File: src/hdl/bal_pkg.sv
package bal_pkg;

    // List capacity and the widths that follow from it.
    localparam int DEPTH   = 16;
    localparam int IDX_W   = (DEPTH > 1) ? $clog2(DEPTH) : 1;
    localparam int CNT_W   = $clog2(DEPTH + 1);
    localparam int DATA_W  = 32;
    localparam int OP_W    = 3;
    localparam int COUNT_W = 5;

    typedef enum logic [OP_W-1:0] {
        OP_APPEND      = 3'd0,
        OP_FRONT       = 3'd1,
        OP_SORTED_INS  = 3'd2,
        OP_REMOVE      = 3'd3,
        OP_SORTED_REM  = 3'd4,
        OP_REMOVE_MIN  = 3'd5,
        OP_REMOVE_EVEN = 3'd6,
        OP_REMOVE_ALL  = 3'd7
    } t_op;

    typedef enum logic [2:0] {
        ST_IDLE,
        ST_SCAN,
        ST_SCAN_WAIT,
        ST_DECIDE,
        ST_MOVE,
        ST_MOVE_WAIT,
        ST_FINISH,
        ST_RESULT
    } t_state;

    // Commands from the controller to the datapath.
    typedef struct packed {
        logic start;
        logic rd;
        logic move;
        logic decide;
        logic finish;
        logic load;
    } t_cmd;

    // Status from the datapath to the controller.
    typedef struct packed {
        logic used_zero;
        logic ra_last;
        logic dec_ok;
        logic dec_none;
    } t_status;

    // Operations that need a search pass over the list before they modify it.
    function automatic logic op_needs_scan(input t_op op);
        logic res;
        case (op)
            OP_SORTED_INS, OP_REMOVE, OP_SORTED_REM, OP_REMOVE_MIN: res = 1'b1;
            default: res = 1'b0;
        endcase
        return res;
    endfunction

    function automatic logic op_is_insert(input t_op op);
        logic res;
        case (op)
            OP_APPEND, OP_FRONT, OP_SORTED_INS: res = 1'b1;
            default: res = 1'b0;
        endcase
        return res;
    endfunction

endpackage

File: src/hdl/bal_in_if.sv
interface bal_in_if;
    import bal_pkg::*;

    logic                     valid;
    logic                     ready;
    logic [OP_W-1:0]          op;
    logic signed [DATA_W-1:0] value;

    modport source (output valid, output op, output value, input ready);
    modport sink   (input valid, input op, input value, output ready);
endinterface

File: src/hdl/bal_out_if.sv
interface bal_out_if;
    import bal_pkg::*;

    logic               valid;
    logic               ready;
    logic               ok;
    logic [COUNT_W-1:0] count;
    logic               is_empty;
    logic               is_full;

    modport source (output valid, output ok, output count, output is_empty, output is_full,
                    input ready);
    modport sink   (input valid, input ok, input count, input is_empty, input is_full,
                    output ready);
endinterface

File: src/hdl/bounded_array_list_engine.sv
// Bounded list of up to 16 signed 32-bit values, packed from index 0, kept in a
// memory with one read port and one write port, used once each per cycle. Each
// transfer on the input channel carries one operation and produces exactly one result
// transfer with the success flag and the count, empty and full flags after the operation.
// Sorted insert, remove first, sorted remove and remove minimum first read the
// whole list to find their position, then every operation that succeeds reads
// the entries from that position upward once to shift or pack them. A failed
// insert or removal skips that pass and returns right after the search pass.
// The input is taken again as soon as the result sits in the output register,
// even if it has not been taken yet.
module bounded_array_list_engine
    import bal_pkg::*;
(
    input  logic        i_clk,
    input  logic        i_rst_n,
    bal_in_if.sink      i_in,
    bal_out_if.source   o_out
);

    t_cmd    cmd;
    t_status status;

    bal_ctrl u_ctrl (
        .i_clk       (i_clk),
        .i_rst_n     (i_rst_n),
        .i_in_valid  (i_in.valid),
        .i_in_op     (i_in.op),
        .o_in_ready  (i_in.ready),
        .i_out_ready (o_out.ready),
        .o_out_valid (o_out.valid),
        .i_status    (status),
        .o_cmd       (cmd)
    );

    bal_dpath u_dpath (
        .i_clk      (i_clk),
        .i_rst_n    (i_rst_n),
        .i_cmd      (cmd),
        .i_op       (i_in.op),
        .i_value    (i_in.value),
        .o_status   (status),
        .o_ok       (o_out.ok),
        .o_count    (o_out.count),
        .o_is_empty (o_out.is_empty),
        .o_is_full  (o_out.is_full)
    );

endmodule

File: src/hdl/bal_dpath.sv
module bal_dpath
    import bal_pkg::*;
(
    input  logic                     i_clk,
    input  logic                     i_rst_n,
    input  t_cmd                     i_cmd,
    input  logic [OP_W-1:0]          i_op,
    input  logic signed [DATA_W-1:0] i_value,
    output t_status                  o_status,
    output logic                     o_ok,
    output logic [COUNT_W-1:0]       o_count,
    output logic                     o_is_empty,
    output logic                     o_is_full
);

    logic [DATA_W-1:0] mem [DEPTH];

    // Control state.
    logic [CNT_W-1:0] r_used;
    logic             r_rd_vld;
    logic             r_rd_move;

    // Operation and pass registers.
    t_op                      r_op;
    logic signed [DATA_W-1:0] r_val;
    logic [IDX_W-1:0]         r_ra;
    logic [IDX_W-1:0]         r_rd_idx;
    logic [DATA_W-1:0]        r_rdata;
    logic [CNT_W-1:0]         r_w;
    logic [DATA_W-1:0]        r_carry;
    logic [IDX_W-1:0]         r_del_idx;
    logic                     r_ok;

    // Search results.
    logic                     r_found_gt;
    logic [CNT_W-1:0]         r_pos_gt;
    logic                     r_found_eq;
    logic [IDX_W-1:0]         r_idx_eq;
    logic                     r_found_ge;
    logic [IDX_W-1:0]         r_idx_ge;
    logic                     r_ge_eq;
    logic                     r_ge_first;
    logic                     r_le_last;
    logic signed [DATA_W-1:0] r_best_val;
    logic [IDX_W-1:0]         r_best_idx;

    logic             d_lt;
    logic             d_eq;
    logic             d_less_best;
    logic             d_first;
    logic             d_last;
    logic             d_drop;
    logic             dec_ok;
    logic [CNT_W-1:0] dec_start;
    logic             wr_en;
    logic [IDX_W-1:0] wr_addr;
    logic [DATA_W-1:0] wr_data;

    assign d_lt        = $signed(r_rdata) < r_val;
    assign d_eq        = r_rdata == r_val;
    assign d_less_best = $signed(r_rdata) < r_best_val;
    assign d_first     = r_rd_idx == '0;
    assign d_last      = (CNT_W'(r_rd_idx) + CNT_W'(1)) == r_used;

    always_comb begin
        case (r_op)
            OP_REMOVE_EVEN: d_drop = ~r_rdata[0];
            OP_REMOVE_ALL:  d_drop = d_eq;
            default:        d_drop = (r_rd_idx == r_del_idx);
        endcase
    end

    // Outcome of the search pass and where the modify pass starts.
    always_comb begin
        dec_ok    = 1'b0;
        dec_start = '0;
        case (r_op)
            OP_APPEND: begin
                dec_ok    = r_used < CNT_W'(DEPTH);
                dec_start = r_used;
            end
            OP_FRONT: begin
                dec_ok    = r_used < CNT_W'(DEPTH);
                dec_start = '0;
            end
            OP_SORTED_INS: begin
                dec_ok    = r_used < CNT_W'(DEPTH);
                dec_start = r_pos_gt;
            end
            OP_REMOVE: begin
                dec_ok    = (r_used != '0) && r_found_eq;
                dec_start = CNT_W'(r_idx_eq);
            end
            OP_SORTED_REM: begin
                dec_ok    = (r_used != '0) && r_ge_first && r_le_last && r_found_ge && r_ge_eq;
                dec_start = CNT_W'(r_idx_ge);
            end
            OP_REMOVE_MIN: begin
                dec_ok    = r_used != '0;
                dec_start = CNT_W'(r_best_idx);
            end
            default: begin
                dec_ok    = r_used != '0;
                dec_start = '0;
            end
        endcase
    end

    assign o_status.used_zero = r_used == '0;
    assign o_status.ra_last   = (CNT_W'(r_ra) + CNT_W'(1)) == r_used;
    assign o_status.dec_ok    = dec_ok;
    assign o_status.dec_none  = dec_start == r_used;

    // Single write port: ripple during an insert, packing during a removal,
    // and the last entry of an insert at the end.
    always_comb begin
        wr_en   = 1'b0;
        wr_addr = r_rd_idx;
        wr_data = r_rdata;
        if (r_rd_vld && r_rd_move) begin
            if (op_is_insert(r_op)) begin
                wr_en   = 1'b1;
                wr_addr = r_rd_idx;
                wr_data = r_carry;
            end else begin
                wr_en   = ~d_drop;
                wr_addr = r_w[IDX_W-1:0];
                wr_data = r_rdata;
            end
        end else if (i_cmd.finish && op_is_insert(r_op)) begin
            wr_en   = 1'b1;
            wr_addr = r_used[IDX_W-1:0];
            wr_data = r_carry;
        end
    end

    always_ff @(posedge i_clk) begin
        if (wr_en) begin
            mem[wr_addr] <= wr_data;
        end
        r_rdata <= mem[r_ra];
    end

    always_ff @(posedge i_clk) begin
        if (!i_rst_n) begin
            r_used    <= '0;
            r_rd_vld  <= 1'b0;
            r_rd_move <= 1'b0;
        end else begin
            r_rd_vld  <= i_cmd.rd;
            r_rd_move <= i_cmd.move;
            if (i_cmd.finish) begin
                if (op_is_insert(r_op)) begin
                    r_used <= r_used + CNT_W'(1);
                end else begin
                    r_used <= r_w;
                end
            end
        end
    end

    always_ff @(posedge i_clk) begin
        if (i_cmd.start) begin
            r_op       <= t_op'(i_op);
            r_val      <= i_value;
            r_ra       <= '0;
            r_found_gt <= 1'b0;
            r_pos_gt   <= r_used;
            r_found_eq <= 1'b0;
            r_found_ge <= 1'b0;
            r_ge_first <= 1'b0;
            r_le_last  <= 1'b0;
        end
        if (i_cmd.rd) begin
            r_ra     <= r_ra + IDX_W'(1);
            r_rd_idx <= r_ra;
        end
        if (i_cmd.decide) begin
            r_ra      <= dec_start[IDX_W-1:0];
            r_w       <= dec_start;
            r_del_idx <= dec_start[IDX_W-1:0];
            r_carry   <= r_val;
            r_ok      <= dec_ok;
        end
        if (r_rd_vld && !r_rd_move) begin
            if (!r_found_gt && !d_lt && !d_eq) begin
                r_found_gt <= 1'b1;
                r_pos_gt   <= CNT_W'(r_rd_idx);
            end
            if (!r_found_eq && d_eq) begin
                r_found_eq <= 1'b1;
                r_idx_eq   <= r_rd_idx;
            end
            if (!r_found_ge && !d_lt) begin
                r_found_ge <= 1'b1;
                r_idx_ge   <= r_rd_idx;
                r_ge_eq    <= d_eq;
            end
            if (d_first) begin
                r_ge_first <= d_lt | d_eq;
            end
            if (d_last) begin
                r_le_last <= ~d_lt;
            end
            if (d_first || d_less_best) begin
                r_best_val <= $signed(r_rdata);
                r_best_idx <= r_rd_idx;
            end
        end
        if (r_rd_vld && r_rd_move) begin
            if (op_is_insert(r_op)) begin
                r_carry <= r_rdata;
            end else if (!d_drop) begin
                r_w <= r_w + CNT_W'(1);
            end
        end
        if (i_cmd.load) begin
            o_ok       <= r_ok;
            o_count    <= COUNT_W'(r_used);
            o_is_empty <= r_used == '0;
            o_is_full  <= r_used == CNT_W'(DEPTH);
        end
    end

endmodule

File: src/hdl/bal_ctrl.sv
module bal_ctrl
    import bal_pkg::*;
(
    input  logic            i_clk,
    input  logic            i_rst_n,
    input  logic            i_in_valid,
    input  logic [OP_W-1:0] i_in_op,
    output logic            o_in_ready,
    input  logic            i_out_ready,
    output logic            o_out_valid,
    input  t_status         i_status,
    output t_cmd            o_cmd
);

    t_state r_state;
    t_state n_state;
    logic   r_out_vld;
    logic   n_out_vld;

    always_ff @(posedge i_clk) begin
        if (!i_rst_n) begin
            r_state   <= ST_IDLE;
            r_out_vld <= 1'b0;
        end else begin
            r_state   <= n_state;
            r_out_vld <= n_out_vld;
        end
    end

    always_comb begin
        n_state    = r_state;
        n_out_vld  = r_out_vld && !i_out_ready;
        o_cmd      = '0;
        o_in_ready = 1'b0;
        case (r_state)
            ST_IDLE: begin
                o_in_ready = 1'b1;
                if (i_in_valid) begin
                    o_cmd.start = 1'b1;
                    if (i_status.used_zero || !op_needs_scan(t_op'(i_in_op))) begin
                        n_state = ST_DECIDE;
                    end else begin
                        n_state = ST_SCAN;
                    end
                end
            end
            ST_SCAN: begin
                o_cmd.rd = 1'b1;
                if (i_status.ra_last) begin
                    n_state = ST_SCAN_WAIT;
                end
            end
            ST_SCAN_WAIT: begin
                n_state = ST_DECIDE;
            end
            ST_DECIDE: begin
                o_cmd.decide = 1'b1;
                if (!i_status.dec_ok) begin
                    n_state = ST_RESULT;
                end else if (i_status.dec_none) begin
                    n_state = ST_FINISH;
                end else begin
                    n_state = ST_MOVE;
                end
            end
            ST_MOVE: begin
                o_cmd.rd   = 1'b1;
                o_cmd.move = 1'b1;
                if (i_status.ra_last) begin
                    n_state = ST_MOVE_WAIT;
                end
            end
            ST_MOVE_WAIT: begin
                n_state = ST_FINISH;
            end
            ST_FINISH: begin
                o_cmd.finish = 1'b1;
                n_state      = ST_RESULT;
            end
            ST_RESULT: begin
                // The result register frees up in the same cycle as its transfer.
                if (!r_out_vld || i_out_ready) begin
                    o_cmd.load = 1'b1;
                    n_out_vld  = 1'b1;
                    n_state    = ST_IDLE;
                end
            end
            default: begin
                n_state = ST_IDLE;
            end
        endcase
    end

    assign o_out_valid = r_out_vld;

endmodule

File: src/flat_wrapper.sv
// flat-port wrapper written by rule: the top's interface ports become plain ports
module bounded_array_list_engine_flat import bal_pkg::*;
  (i_clk, i_rst_n, i_in_valid, i_in_op, i_in_value, i_in_ready, o_out_valid, o_out_ok, o_out_count, o_out_is_empty, o_out_is_full, o_out_ready);
  bal_in_if i_in_i ();
  bal_out_if o_out_i ();
  input  logic i_clk;
  input  logic i_rst_n;
  input wire logic [$bits(i_in_i.valid)-1:0] i_in_valid;
  input wire logic [$bits(i_in_i.op)-1:0] i_in_op;
  input wire logic [$bits(i_in_i.value)-1:0] i_in_value;
  output wire logic [$bits(i_in_i.ready)-1:0] i_in_ready;
  output wire logic [$bits(o_out_i.valid)-1:0] o_out_valid;
  output wire logic [$bits(o_out_i.ok)-1:0] o_out_ok;
  output wire logic [$bits(o_out_i.count)-1:0] o_out_count;
  output wire logic [$bits(o_out_i.is_empty)-1:0] o_out_is_empty;
  output wire logic [$bits(o_out_i.is_full)-1:0] o_out_is_full;
  input wire logic [$bits(o_out_i.ready)-1:0] o_out_ready;
  assign i_in_i.valid = i_in_valid;
  assign i_in_i.op = i_in_op;
  assign i_in_i.value = i_in_value;
  assign i_in_ready = i_in_i.ready;
  assign o_out_valid = o_out_i.valid;
  assign o_out_ok = o_out_i.ok;
  assign o_out_count = o_out_i.count;
  assign o_out_is_empty = o_out_i.is_empty;
  assign o_out_is_full = o_out_i.is_full;
  assign o_out_i.ready = o_out_ready;
  bounded_array_list_engine u_core (.i_clk(i_clk), .i_rst_n(i_rst_n), .i_in(i_in_i), .o_out(o_out_i));
endmodule
File: config.mk
export PLATFORM = sky130hd
export DESIGN_NAME = bounded_array_list_engine_flat
export DESIGN_NICKNAME = d
export VERILOG_FILES = /design/src/hdl/bal_pkg.sv /design/src/hdl/bal_in_if.sv /design/src/hdl/bal_out_if.sv /design/src/hdl/bounded_array_list_engine.sv /design/src/hdl/bal_dpath.sv /design/src/hdl/bal_ctrl.sv /design/src/flat_wrapper.sv
export SDC_FILE = /design/constraint.sdc
export NUM_CORES = 1
export LEC_CHECK = 0
export ABC_AREA = 0
export BUFFER_PORTS_ARGS = -buffer_cell sky130_fd_sc_hd__buf_2
export CORE_ASPECT_RATIO = 1.25
export CORE_UTILIZATION = 67
export DETAILED_ROUTE_END_ITERATION = 8
export PLACE_DENSITY = 0.92
export SETUP_SLACK_MARGIN = 0.1
export SYNTH_ARGS = -nofsm -noshare
export SYNTH_HDL_FRONTEND = slang
export SYNTH_SLANG_ARGS = --single-unit
File: constraint.sdc
create_clock -name i_clk -period 6.9 [get_ports i_clk]
set_input_delay 1.725 -clock i_clk [delete_from_list [all_inputs] [get_ports i_clk]]
set_output_delay 1.725 -clock i_clk [all_outputs]
set_load 0.01 [all_outputs]
# --- Yosys cells after proc, flatten, opt, wreduce, memory -nomap -nowiden ---
# Memories as Yosys holds them, arrays and structs flattened. A register that Yosys moved wholly into a read port is not among the register bits.
# Cells that the tools add are included.
totals:
  ramBits: 512
  regBits: 159
  wordCells: 177
  memories: 1
memory_table:
  columns: ["name", "words", "width", "rd", "rd_ports_with_merged_regs", "wr", "line", "source"]
  rows:
  - ["u_core.u_dpath.mem", 16, 32, 1, 1, 1, "bal_dpath.sv:16", "logic [DATA_W-1:0] mem [DEPTH];"]
op_classes:
  n_eq_ne: 28
  n_mux: 70
  reduce_logical: 38
  bitwise_logic: 4
  order_cmp: 3
  n_addsub: 5
op_table:
  columns: ["cell", "n"]
  rows:
  - ["two-way mux 32 bit", 6]
  - ["< comparator 32 bit", 2]
  - ["two-way mux 5 bit", 8]
  - ["two-way mux 1 bit", 39]
  - ["equality test 32 bit", 1]
  - ["equality test 3 bit, second input constant", 10]
  - ["one-hot mux 5 bit (5 select lines)", 1]
  - ["two-way mux 4 bit", 6]
  - ["one-hot mux 3 bit (8 select lines)", 1]
  - ["equality test 3 x 2 -> 1 bit, second input constant", 6]
  - ["equality test 5 bit", 3]
  - ["two-way mux 3 bit", 5]
  - ["logical AND 1 bit", 13]
  - ["adder 4 x 1 -> 5 bit, second input constant", 2]
  - ["adder 5 x 1 -> 5 bit, second input constant", 2]
  - ["logical NOT 1 bit", 9]
  - ["equality test 3 x 1 -> 1 bit, second input constant", 2]
  - ["logical NOT 3 bit", 2]
  - ["AND reduction 2 bit", 3]
  - ["equality test 5 bit, second input constant", 1]
  - ["logical NOT 5 bit", 1]
  - ["< comparator 5 bit, second input constant", 1]
  - ["nonzero test 5 bit", 1]
  - ["adder 4 x 1 -> 4 bit, second input constant", 1]
  - ["other kinds (15)", 22]

# --- Depth between registers and ports, before layout ---
# Gate-level depths: netlist of run 1.
depth:
  depth_word: 10
  mapped_depth: 10

# --- By module ---
# From an unflattened synthesis of run 1, not the netlist that was laid out.
hier_totals:
  hier_cells: 1818
  area_unflattened_um2: 28816.4
modules_own_cells:
  columns: ["module", "area_each_um2", "cells_per_inst", "n_inst"]
  rows:
  - ["bal_dpath", 28486.1, 1776, 1]
  - ["bal_ctrl", 330.3, 42, 1]

# --- Least setup slack after synthesis of run 1 ---
# Ideal clock, no wire load.
synth_timing:
  path_kind: "register to register"
  from: "register u_core.u_dpath.r_rdata[25] (read register of u_core.u_dpath.mem)"
  to: "register u_core.u_dpath.r_best_idx[0] (enable)"
  path_stages_with_launch: 8
  synth_period_minus_slack_ns: 4.647
  path_slack_ns: 2.253
  setup_ns: 0.484
  t_arrival_ns: 4.163
  path_cell_list: "dfxtp_1 > ha_1 > a21o_1 > a21o_1 > a21oi_1 > o21ai_0 > mux2_2 > a211oi_1"
synth_between:
  elab_chain_cells: 3
synth_rtl:
  columns: ["item", "line", "source"]
  rows:
  - ["start, declared", "bal_dpath.sv:28", "logic [DATA_W-1:0] r_rdata;"]
  - ["< comparator 32 bit", "bal_dpath.sv:61", "assign d_less_best = $signed(r_rdata) < r_best_val;"]
  - ["logical OR 1 bit", "bal_dpath.sv:205", "if (d_first || d_less_best) begin"]
  - ["AND reduction 2 bit (no source line)", null, null]
  - ["end signal, assigned", "bal_dpath.sv:207", "r_best_idx <= r_rd_idx;"]
  - ["end, declared", "bal_dpath.sv:45", "logic [IDX_W-1:0] r_best_idx;"]
# Every way passes these cells.
# A chain may end at the register's enable or synchronous reset.

# --- Final worst setup path of run 1 ---
layout_timing:
  from: "register u_core.u_dpath.r_val[10]"
  to: "memory u_core.u_dpath.mem[6][12] (enable)"
layout_between:
  elab_chain_cells: 7
layout_rtl:
  columns: ["item", "line", "source"]
  rows:
  - ["start, declared", "bal_dpath.sv:25", "logic signed [DATA_W-1:0] r_val;"]
  - ["start signal, assigned", "bal_dpath.sv:165", "r_val <= i_value;"]
  - ["equality test 32 bit", "bal_dpath.sv:60", "assign d_eq = r_rdata == r_val;"]
  - ["one-hot mux 1 bit (2 select lines)", "bal_dpath.sv:66", "case (r_op)"]
  - ["inverter 1 bit", "bal_dpath.sv:126", "wr_en = ~d_drop;"]
  - ["two-way mux 1 bit", "bal_dpath.sv:121", "if (op_is_insert(r_op)) begin"]
  - ["two-way mux 1 bit", "bal_dpath.sv:120", "if (r_rd_vld && r_rd_move) begin"]
  - ["two-way mux 1 bit", "bal_dpath.sv:138", "if (wr_en) begin"]
  - ["two-way mux 1 bit (not written as such)", "bal_dpath.sv:139", "mem[wr_addr] <= wr_data;"]
  - ["end, declared", "bal_dpath.sv:16", null]
# Every way passes these cells.

==> metrics.md, run 1 <==
| Metric | Value |
|---|---|
| Outcome | complete, no violations |
| Number of remaining DRC errors | 0 |
| Largest delay share family, worst path | simple AND/OR/NAND/NOR gates |
| Vias in the first global route | ~17000 |
| Worst R2R Start | u_core.u_dpath.r_val[10]$_DFFE_PP_ |
| Final min period | approximately 4 ns |
| Compound-Gate Fraction of Synth Area | just over 7% |
| Synth cell types | 58 |
| RD Place Congestion | 0.913 |
| Critical Path RT | 7.12 ns |
| CTS Buf Count | 61 |
| Vias | 17200 |
| Critical path cell sequence | inv_1 > ha_1 > nand4_1 > nor4_1 > a41oi_1 > o21ai_0 > a21boi_0 > nand2b_1 > nor2_4 |
| Layout cells sized above 1 | 15.3% |
| Cell Pwr Density | 428 mW/mm2 |
| HP Start | u_core.u_dpath.r_ok$_DFFE_PP_ |
| Hold Vio Cnt, Final | 0 |
| Maximum VDD drop | 0.285 mV |
| Max stage delay cell, worst path | nor2_4 |
| H-tree Lvls | 2 |
| Layout area overhead | 9.54% |
| First-pass GRT wire length | 105000 um |
| Maxcap violations | 0 |
| Fin cells | 2487 |
| Worst skew pair latency | around 0.62 ns |
| Number of I/O port buffers | 48 |
| Crit path DAT | ~4.2 ns |
| Placed insts | 2373 |
| Setup TNS | 0 ns |
| Syn Inst Count | about 1800 |
| CTS Hold Buffers Added | 0 |
| RSZ-0062 raised after global routing | no |
| Setup repair bufs after CTS | 0 |
| Critical Path Source | u_core.u_dpath.r_val[10]$_DFFE_PP_ |
| Tcrit/Tclk final | 57.0% |
| Simple logic cell fraction of the synthesized area | a little under 5% |
| Die height | 233 um |
| Max Slew Vio Count | 0 |
| Drt total wl | about 70000 um |
| Slew @ Worst Pin | 1.22 ns |
| EDFF count, synth | slightly above 600 |
| Num rows | 84 |
| Asr flop ratio synth | 0% |
| DPL Wire Length | approximately 43000 um |
| Pwr Total | 0.0134 W |
| First-pass detailed-route iteration total | 6 |
| CTS Buffer Depth | 3 |
| Detailed Route Iter0 Violations | between 2000 and 2500 |
| DR vias/cell | approximately 7 |
| Post-CTS Resized | 0 |
| Cell leakage power | 10.9 nW |
| Initial cell density of the core | between 60 and 70% |
| Synthesized cell area | 0.0287 mm2 |
| Syn_nets | 1953 |
| Post-synthesis xor/xnor area fraction | 0.641% |
| Skew final | 0.0248 ns |
| Final net count | between 1500 and 2000 |
| Mean Syn Cell Area | approximately 16 um2 |
| Element type at the critical path start | flip-flop |
| Mux contribution to synthesized area | 11.6% |
| Avg WL per Cell | 28.3 um |
| Ys Warns | 0 |
| Max-slew headroom | 18.0% |
| Hold Path Class | reg2reg |
| Crit path capture type | flip-flop |
| Die X | 187 um |
| CP Max Fanout | 32 |
| Overflow after GRT | 0 |
| Share of synthesized cell area in full adder, half adder and majority cells | between 3 and 4% |
| CTS root buf | clkbuf_16 |
| WS Path Type | reg2reg |
| Clock transition at path regs | around 0.070 ns |
| Largest family of logic cells by synthesized area | multiplexers |
| Core Footprint | 0.0421 mm2 |
| CP bufs+invs | 1 |
| GRT Total Usage | 32.5% |
| FILL cells | approximately 2300 |
| CTS tree | yes |
| # clock sinks | around 700 |
| Top Ports | 49 |
| Top_reg_cell synth | edfxtp_1 |
| Final setup violating endpoints | 0 |
| Yosys reg bits | 703 |
| Post-DRT Antenna Nets | 0 |
| Die area | around 0.044 mm2 |
| F_max | 254 MHz |
| Initial antenna violation count | 5 |
| Worst path max stage delay | around 0.92 ns |
| Sequential share of the synthesized area | a little over two thirds |
| Largest net degree at the start of global routing | 130 |
[per-stage QoR]
stage	utilization [%]	hold WS (ns)	worst slack (ns)	cell area, um2
6_report	74.6	0.427	2.97	31400
5_1_grt	74.6	0.450	2.88	31400
4_1_cts	74.6	0.428	3.04	31400
3_5_place_dp	70.1	0.406	3.15	29500
3_3_place_gp	70.1	0.405	3.36	29500
2_1_floorplan	-	0.400	2.25	28700
[power by group]
part	internal, W	switching [W]	total [W]
registers	0.00556	0.000353	0.00591
logic	0.00140	0.00282	0.00421
clock network	0.00181	0.00152	0.00332
[synth_stat cells (10+ instances only)]
cell      instances  share of area, %
edfxtp_1        613                64
nand2_1         146               1.9
mux2i_1         120               4.2
dfxtp_1          90               6.3
o21ai_0          84               1.5
inv_1            80               1.0
nor2_1           77               1.0
a21oi_1          73               1.3
ha_1             69               3.0
clkbuf_1         67              0.88
mux4_2           64               5.0
mux2_2           60               2.4
a221oi_1         35               1.1
a31oi_1          35              0.76
a22oi_1          33              0.86
a21o_1           18              0.47
nand3_1          18              0.31
buf_1            16              0.21
nand2b_1         15              0.33
nor3_1           14              0.24
xor2_1           11              0.34
nand4_1          10              0.22
xnor2_1          10              0.31
[sequential cells by signal, summed over array words and instances, names as in the netlist, 3 cells and up]
signal and count:
u_core.u_dpath.r_pos_gt 5, u_core.u_dpath.r_best_idx 4, u_core.u_dpath.r_w 5, u_core.u_dpath.r_val 32
u_core.u_dpath.r_rd_idx 4, u_core.u_dpath.mem 512, u_core.u_dpath.r_idx_eq 4, u_core.u_dpath.r_carry 32
u_core.u_dpath.r_del_idx 4, u_core.u_dpath.r_rdata 32, u_core.u_dpath.r_ra 4, u_core.u_ctrl.r_state 3
u_core.u_dpath.r_used 5, u_core.u_dpath.r_op 3, u_core.u_dpath.o_count 5, u_core.u_dpath.r_best_val 32
u_core.u_dpath.r_idx_ge 4
[cells in the final DEF (no fill, tap or decap), drive strengths merged, types with 11 or more instances in the layout]
cell type    n
edfxtp     613
nand2      146
mux2i      120
dfxtp       90
o21ai       84
inv         80
clkbuf      80
nor2        77
a21oi       73
ha          69
mux4        64
mux2        61
buf         61
a221oi      37
a31oi       35
a22oi       33
clkinv      30
nand3       18
a21o        18
nand2b      15
nor3        14
xor2        11
[worst paths after layout]
| check | end | slack [ns] | depth (start not counted) |
|---|---|---|---|
| worst max-delay path | u_core.u_dpath.mem[6][12]$_DFFE_PP_ | 2.97 | 9 |
| worst min-delay path | u_core.u_dpath.o_ok$_DFFE_PP_ | 0.43 | 0 |
| worst max register to register | u_core.u_dpath.mem[6][12]$_DFFE_PP_ | 2.97 | 9 |
| worst min register to register | u_core.u_dpath.o_ok$_DFFE_PP_ | 0.43 | 0 |
[cells by family (layout without fill, tap and decap cells)]
group | after synthesis | count (layout)
other cells | 0 | 1
simple gates | 313 | 313
fa+ha+maj | 69 | 69
buf+inv | 174 | 256
mux | 245 | 245
xor+xnor | 21 | 21
flops | 703 | 703
compound gates | 320 | 320
[layout make-up]
class / count / area (um2) / share of cell area (%)
clock inverters: 33 / 267 / 0.848
inverters: 82 / 308 / 0.979
well taps: 559 / 699 / 2.23
clock buffers: 80 / 1630 / 5.18
diodes: 1 / 2.50 / 0.00796
flip-flops and latches: 703 / 20200 / 64.3
multi-input cells: 968 / 7960 / 25.3
repair buffers: 61 / 350 / 1.11
[routing by layer]
| metal | vias up | part of all wire [%] | GRT usage [%] |
|---|---|---|---|
| met3 | 235 | 12 | 7.80 |
| met2 | 1333 | 47 | 51.7 |
| met1 | 8434 | 36 | 43.8 |
| met5 | - | 0.033 | 0 |
| met4 | 4 | 4.3 | 13.0 |
| li1 | 7172 | - | - |
No activity file was read; power rests on OpenSTA's default activity.
==> run 2, diff against run 1 <==
--- a/config.mk
+++ b/config.mk
@@ -8,9 +8,9 @@
 export ABC_AREA = 0
 export BUFFER_PORTS_ARGS = -buffer_cell sky130_fd_sc_hd__buf_2
 export CORE_ASPECT_RATIO = 1.25
-export CORE_UTILIZATION = 67
+export CORE_UTILIZATION = 56
 export DETAILED_ROUTE_END_ITERATION = 8
-export PLACE_DENSITY = 0.92
+export PLACE_DENSITY = 0.83
 export SETUP_SLACK_MARGIN = 0.1
 export SYNTH_ARGS = -nofsm -noshare
 export SYNTH_HDL_FRONTEND = slang
==> constraint.sdc (replaced) <==
create_clock -name i_clk -period 3.5 [get_ports i_clk]
set_input_delay 0.875 -clock i_clk [delete_from_list [all_inputs] [get_ports i_clk]]
set_output_delay 0.875 -clock i_clk [all_outputs]
set_load 0.01 [all_outputs]
==> run 2 against run 1 <==
Net effect: non-clock buffer count is 63 higher; clock skew grew 0.0026 ns; critical path type unchanged; routed wire length decreased by 1.3%.
==> metrics.md, run 2 (synthesis gave the netlist of run 1 again) <==
| Metric | Value |
|---|---|
| Ant diodes | 0 |
| Maximum VDD drop | between 0.6 and 0.7 mV |
| Worst R2R Start | u_core.u_dpath.r_val[9]$_DFFE_PP_ |
| Max FFs per register | 512 |
| Critical R2R Capture | u_core.u_dpath.mem[6][4]$_DFFE_PP_ |
| Worst skew pair latency | 0.62 ns |
| Final setup violating endpoints | 0 |
| CTS Hold Buffers Added | 0 |
| Cell Pwr Density | 817 mW/mm2 |
| Worst Hold Endpoint | u_core.u_dpath.o_ok$_DFFE_PP_ |
| Crit path capture type | flip-flop |
| Layout area overhead | 13.4% |
| Initial cell density of the core | between 50 and 60% |
| Slew @ Worst Pin | 1.21 ns |
| CP Max Fanout | 21 |
| Most frequent cells in the layout | 613 x edfxtp_1, 144 x nand2_1, 120 x mux2i_1, 90 x dfxtp_1, 84 x o21ai_0 |
| Post-DRT Antenna Nets | 0 |
| Dpl cell area | 0.0303 mm2 |
| GRT Total Usage | 26.9% |
| Critical Path RT | ~3.8 ns |
| Top Ports | 49 |
| Cell leakage power | around 11 nW |
| Layout cells sized above 1 | 18.8% |
| Initial antenna violation count | 0 |
| Number of remaining DRC errors | 0 |
| Die area | 0.0521 mm2 |
| CTS Buffer Depth | 3 |
| Clock transition at path regs | 0.06 ns |
| First-pass detailed-route iteration total | 8 |
| Worst hold path depth | 0 |
| RSZ-0062 raised after global routing | yes |
| Post-route cell area | 0.0325 mm2 |
| Overflow after GRT | 0 |
| Core Footprint | 0.0505 mm2 |
| Commonest non-fill, non-tap cell in the layout | edfxtp_1 |
| Final min period | 3.35 ns |
| Final net count | 2053 |
| Die X | roughly 200 um |
| Detailed Route Iter0 Violations | 1958 |
| Maxcap violations | 0 |
| Tcrit/Tclk final | 95.6% |
| Hold Vio Cnt, Final | 0 |
| Placed insts | 2519 |
| # clock sinks | 703 |
| Vias in the first global route | 17300 |
| H-tree Lvls | 3 |
| Max-slew headroom | ~19% |
| Largest Register | u_core.u_dpath.mem |
| Number of I/O port buffers | 48 |
| Crit path DAT | 3.65 ns |
| Max Slew Vio Count | 0 |
| Skew final | 0.0274 ns |
| CTS root buf | clkbuf_16 |
| First-pass GRT wire length | 103000 um |
| CTS Buf Count | between 60 and 70 |
| RD Place Congestion | approximately 0.91 |
| Die height | roughly 260 um |
| Num rows | 92 |
| Vias | 17000 |
| Outcome | complete, no violations |
| Reg2reg setup slack | 0.15 ns |
| Largest net degree at the start of global routing | ~90 |
| HP Start | u_core.u_dpath.r_ok$_DFFE_PP_ |
| CTS tree | yes |
| WS Path Type | reg2reg |
| Element type at the critical path start | flip-flop |
| Drt total wl | slightly below 70000 um |
| Avg WL per Cell | roughly 26 um |
| Fin cells | around 2700 |
| Hold Path Class | reg2reg |
| F_max | about 300 MHz |
| DR vias/cell | 6.40 |
| R2R cell count | 11 |
| Setup TNS | 0 ns |
| DPL Wire Length | 41000 um |
-- run 2: cell types whose count changed in the layout (fill, tap and decap cells not counted), sizes merged --
cell,before,now
inv,80,84
buf,61,124
clkbuf,80,81
diode,1,0
bufinv,4,5
clkinv,30,33
clkinvlp,1,0
-- run 2: power breakdown --
part | internal, W | switching [W]
combinational | 0.00289 | 0.00505
clock | 0.00395 | 0.00312
sequential | 0.0109 | 0.000643
-- run 2: metrics by stage --
stage          total power, W  util [%]  setup WS (ns)  hold slack (ns)
6_report               0.0266      64.4          0.154            0.429
5_1_grt                0.0276      64.4         0.0141            0.442
4_1_cts                0.0265      64.0          0.123            0.421
3_5_place_dp           0.0194      59.9          0.181            0.407
3_3_place_gp           0.0191      59.9          0.308            0.403
2_1_floorplan          0.0168         -         -0.119            0.400
-- run 2: worst max path at each step --
stage / startpoint / to / cells past startpoint
floorplan: u_core.u_dpath.r_op[1]$_DFFE_PP_ / u_core.u_dpath.mem[8][0]$_DFFE_PP_ / 7
global placement: u_core.u_dpath.r_val[10]$_DFFE_PP_ / u_core.u_dpath.mem[5][17]$_DFFE_PP_ / 11
detailed placement: u_core.u_dpath.r_val[9]$_DFFE_PP_ / u_core.u_dpath.mem[8][8]$_DFFE_PP_ / 11
CTS: u_core.u_dpath.r_val[9]$_DFFE_PP_ / u_core.u_dpath.mem[8][19]$_DFFE_PP_ / 11
global route: u_core.u_dpath.r_val[9]$_DFFE_PP_ / u_core.u_dpath.mem[6][31]$_DFFE_PP_ / 11
finish: u_core.u_dpath.r_val[9]$_DFFE_PP_ / u_core.u_dpath.mem[6][4]$_DFFE_PP_ / 11
-- run 2: area by class of cell --
cell class / count / area, um2
sequential: 703 / 20200
fill: 3221 / 18000
multi-input combinational: 968 / 7970
clock buffer: 81 / 1740
timing repair buffer: 124 / 1120
tap: 658 / 823
clock inverter: 40 / 364
inverter: 82 / 308
-- run 2: what timing repair did --
action	4_1_cts	5_1_grt
gates resized for setup	0	2
endpoints found under the setup margin	0	196
setup buffers	0	16
-- run 2: critical path, cell delays in order (launching register included) --
cell	delay (ns)
edfxtp_1	0.40
inv_1	0.09
ha_1	0.26
nand4_1	0.21
nor4_1	0.10
buf_4	0.16
a41oi_1	0.23
o21ai_0	0.19
a21boi_0	0.41
nand2b_2	0.25
nor2_4	0.47
buf_12	0.26
-- run 2: per-layer routing --
metal  track usage [%]  up-vias  routed length (um)
li1                  -     7314                   -
met1              33.2     8488               25400
met2              45.8      998               34900
met3              4.25      198                5880
met4              14.1        0                3290
met5                 0        -                   0
==> run 3, diff against run 2 <==
--- a/config.mk
+++ b/config.mk
@@ -8,9 +8,10 @@
 export ABC_AREA = 0
 export BUFFER_PORTS_ARGS = -buffer_cell sky130_fd_sc_hd__buf_2
 export CORE_ASPECT_RATIO = 1.25
-export CORE_UTILIZATION = 56
+export CORE_UTILIZATION = 67
 export DETAILED_ROUTE_END_ITERATION = 8
-export PLACE_DENSITY = 0.83
+export PLACE_DENSITY = 0.92
+export RECOVER_POWER = 50
 export SETUP_SLACK_MARGIN = 0.1
 export SYNTH_ARGS = -nofsm -noshare
 export SYNTH_HDL_FRONTEND = slang
==> constraint.sdc (replaced) <==
create_clock -name i_clk -period 4.09 [get_ports i_clk]
set_input_delay 1.0225 -clock i_clk [delete_from_list [all_inputs] [get_ports i_clk]]
set_output_delay 1.0225 -clock i_clk [all_outputs]
set_load 0.01 [all_outputs]
==> run 3 against run 2 <==
Net effect: clock power shrank 12%; flip-flop and latch count stayed put; highest routed layer is now met5; via count increased by 6.2%; the flow now finishes with violations (capacitance limit, slew limit); sequential power fell by 13%.
==> metrics.md, run 3 (synthesis gave the netlist of run 1 again) <==
| Metric | Value |
|---|---|
| Cell Pwr Density | approximately 740 mW/mm2 |
| Element type at the critical path start | flip-flop |
| Most frequent cells in the layout | 613 x edfxtp_1, 143 x nand2_1, 120 x mux2i_1, 90 x dfxtp_1, 84 x o21ai_0 |
| Hold Vio Cnt, Final | 0 |
| Failing checks | capacitance limit, slew limit |
| FILL cells | 2036 |
| Commonest non-fill, non-tap cell in the layout | edfxtp_1 |
| Cell leakage power | roughly 11 nW |
| GRT Total Usage | 35.8% |
| Drt total wl | 78000 um |
| Number of I/O port buffers | 48 |
| Top Ports | 49 |
| Overflow after GRT | 0 |
| First-pass GRT wire length | 114000 um |
| Initial antenna violation count | 4 |
| DPL Wire Length | 43600 um |
| Number of remaining DRC errors | 0 |
| Detailed Route Iter0 Violations | 2840 |
| Final hold slack | between 0.4 and 0.5 ns |
| Die area | 0.0437 mm2 |
| CTS tree | yes |
| Setup WS post-layout | 0.0429 ns |
| Setup TNS | 0 ns |
| Final net count | 2000 |
| Pwr Total | 0.0236 W |
| Critical Path RT | ~4.3 ns |
| Avg WL per Cell | 31.2 um |
| # clock sinks | 703 |
| Clock transition at path regs | 0.07 ns |
| Vias | 18100 |
| Vias in the first global route | 18200 |
| First-pass detailed-route iteration total | 6 |
| Largest net degree at the start of global routing | 65 |
| RSZ-0062 raised after global routing | no |
| Die height | 233 um |
| Maxcap violations | 4 |
| Crit path capture type | flip-flop |
| F_max | ~250 MHz |
| Initial cell density of the core | 68.1% |
| Core Footprint | 0.0421 mm2 |
| Crit path DAT | 4.28 ns |
| Maximum VDD drop | 0.436 mV |
| Max FFs per register | 512 |
| CTS Buffer Depth | 3 |
| Largest Register | u_core.u_dpath.mem |
| Final setup violating endpoints | 0 |
| CTS root buf | clkbuf_16 |
| RD Place Congestion | 0.949 |
| CTS Buf Count | 60 |
| Slew @ Worst Pin | 2.61 ns |
| Layout cells sized above 1 | 13.5% |
| H-tree Lvls | 2 |
| Max Slew Vio Count | 171 |
| Die X | 187 um |
| DR vias/cell | between 7 and 8 |
| Fin util | 75.2% |
| Final min period | 4.05 ns |
| Max-slew headroom | -74.2% |
| Layout area overhead | 10.5% |
| WS Path Type | reg2reg |
| Worst skew pair latency | approximately 0.63 ns |
| Register Area | 0.0202 mm2 |
| Tcrit/Tclk final | a little under 100% |
| Post-DRT Antenna Nets | 0 |
| Footprint of the multi-input gates | 0.00795 mm2 |
| Post-Place Setup Slack | 0.382 ns |
| Hold Path Class | reg2reg |
| Skew final | ~0.044 ns |
| Outcome | finished with violations |
| CP Max Fanout | 25 |
| Num rows | 84 |
## run 3: cell types whose count changed in the layout (fill, tap and decap cells not counted), sizes merged, moves of 2 or more
cell	delta
buf	-80
clkbuf	+30
clkinv	-16
bufinv	+7
clkinvlp	+4
inv	-4
nor2	+2
## run 3: critical path, cell delays in order (launching register included)
cell      delay, ns
edfxtp_1       0.63
a21o_1         0.44
a21oi_1        0.96
clkbuf_2       0.92
mux2_1         0.70
## run 3: routing by layer
metal,GRT usage (%),vias to the layer above,wire length [um]
met5,0,-,29
met4,22.4,4,5250
met3,7.44,374,9510
met2,59.2,1733,37800
met1,43.5,8743,25500
li1,-,7202,-
## run 3: repair_timing
item / in CTS / in global routing
setup endpoints to repair: 0 / 287
hold buffers: 0 / 0
resized for setup: 0 / 4
buffers inserted: 0 / 0
## run 3: power by group
group	internal (W)	total (W)	switching (W)
logic	0.00239	0.00725	0.00487
registers	0.00939	0.0101	0.000726
clock network	0.00360	0.00621	0.00261
total	0.0154	0.0236	0.00820
## run 3: worst paths after layout
path                               startpoint  slack [ns]  cells after the start                                    to
max          u_core.u_dpath.r_op[1]$_DFFE_PP_        0.04                      4  u_core.u_dpath.mem[14][19]$_DFFE_PP_
min reg2reg     u_core.u_dpath.r_ok$_DFFE_PP_        0.44                      0         u_core.u_dpath.o_ok$_DFFE_PP_
max reg2reg  u_core.u_dpath.r_op[1]$_DFFE_PP_        0.04                      4  u_core.u_dpath.mem[14][19]$_DFFE_PP_
min             u_core.u_dpath.r_ok$_DFFE_PP_        0.44                      0         u_core.u_dpath.o_ok$_DFFE_PP_
## run 3: final cells by class
class / count / area share (%)
diodes: 1 / 0.00789
flip-flops and latches: 703 / 63.7
multi-input cells: 970 / 25.1
inverters: 82 / 0.971
clock inverters: 31 / 1.47
repair buffers: 75 / 1.32
clock buffers: 80 / 5.23
well taps: 559 / 2.21
## run 3: per-stage QoR
step	cell area (um2)	cells
floorplan	28700	1845
global placement	29700	2387
detailed placement	29700	2387
CTS	31800	2498
global route	31700	2500
finish	31700	2501
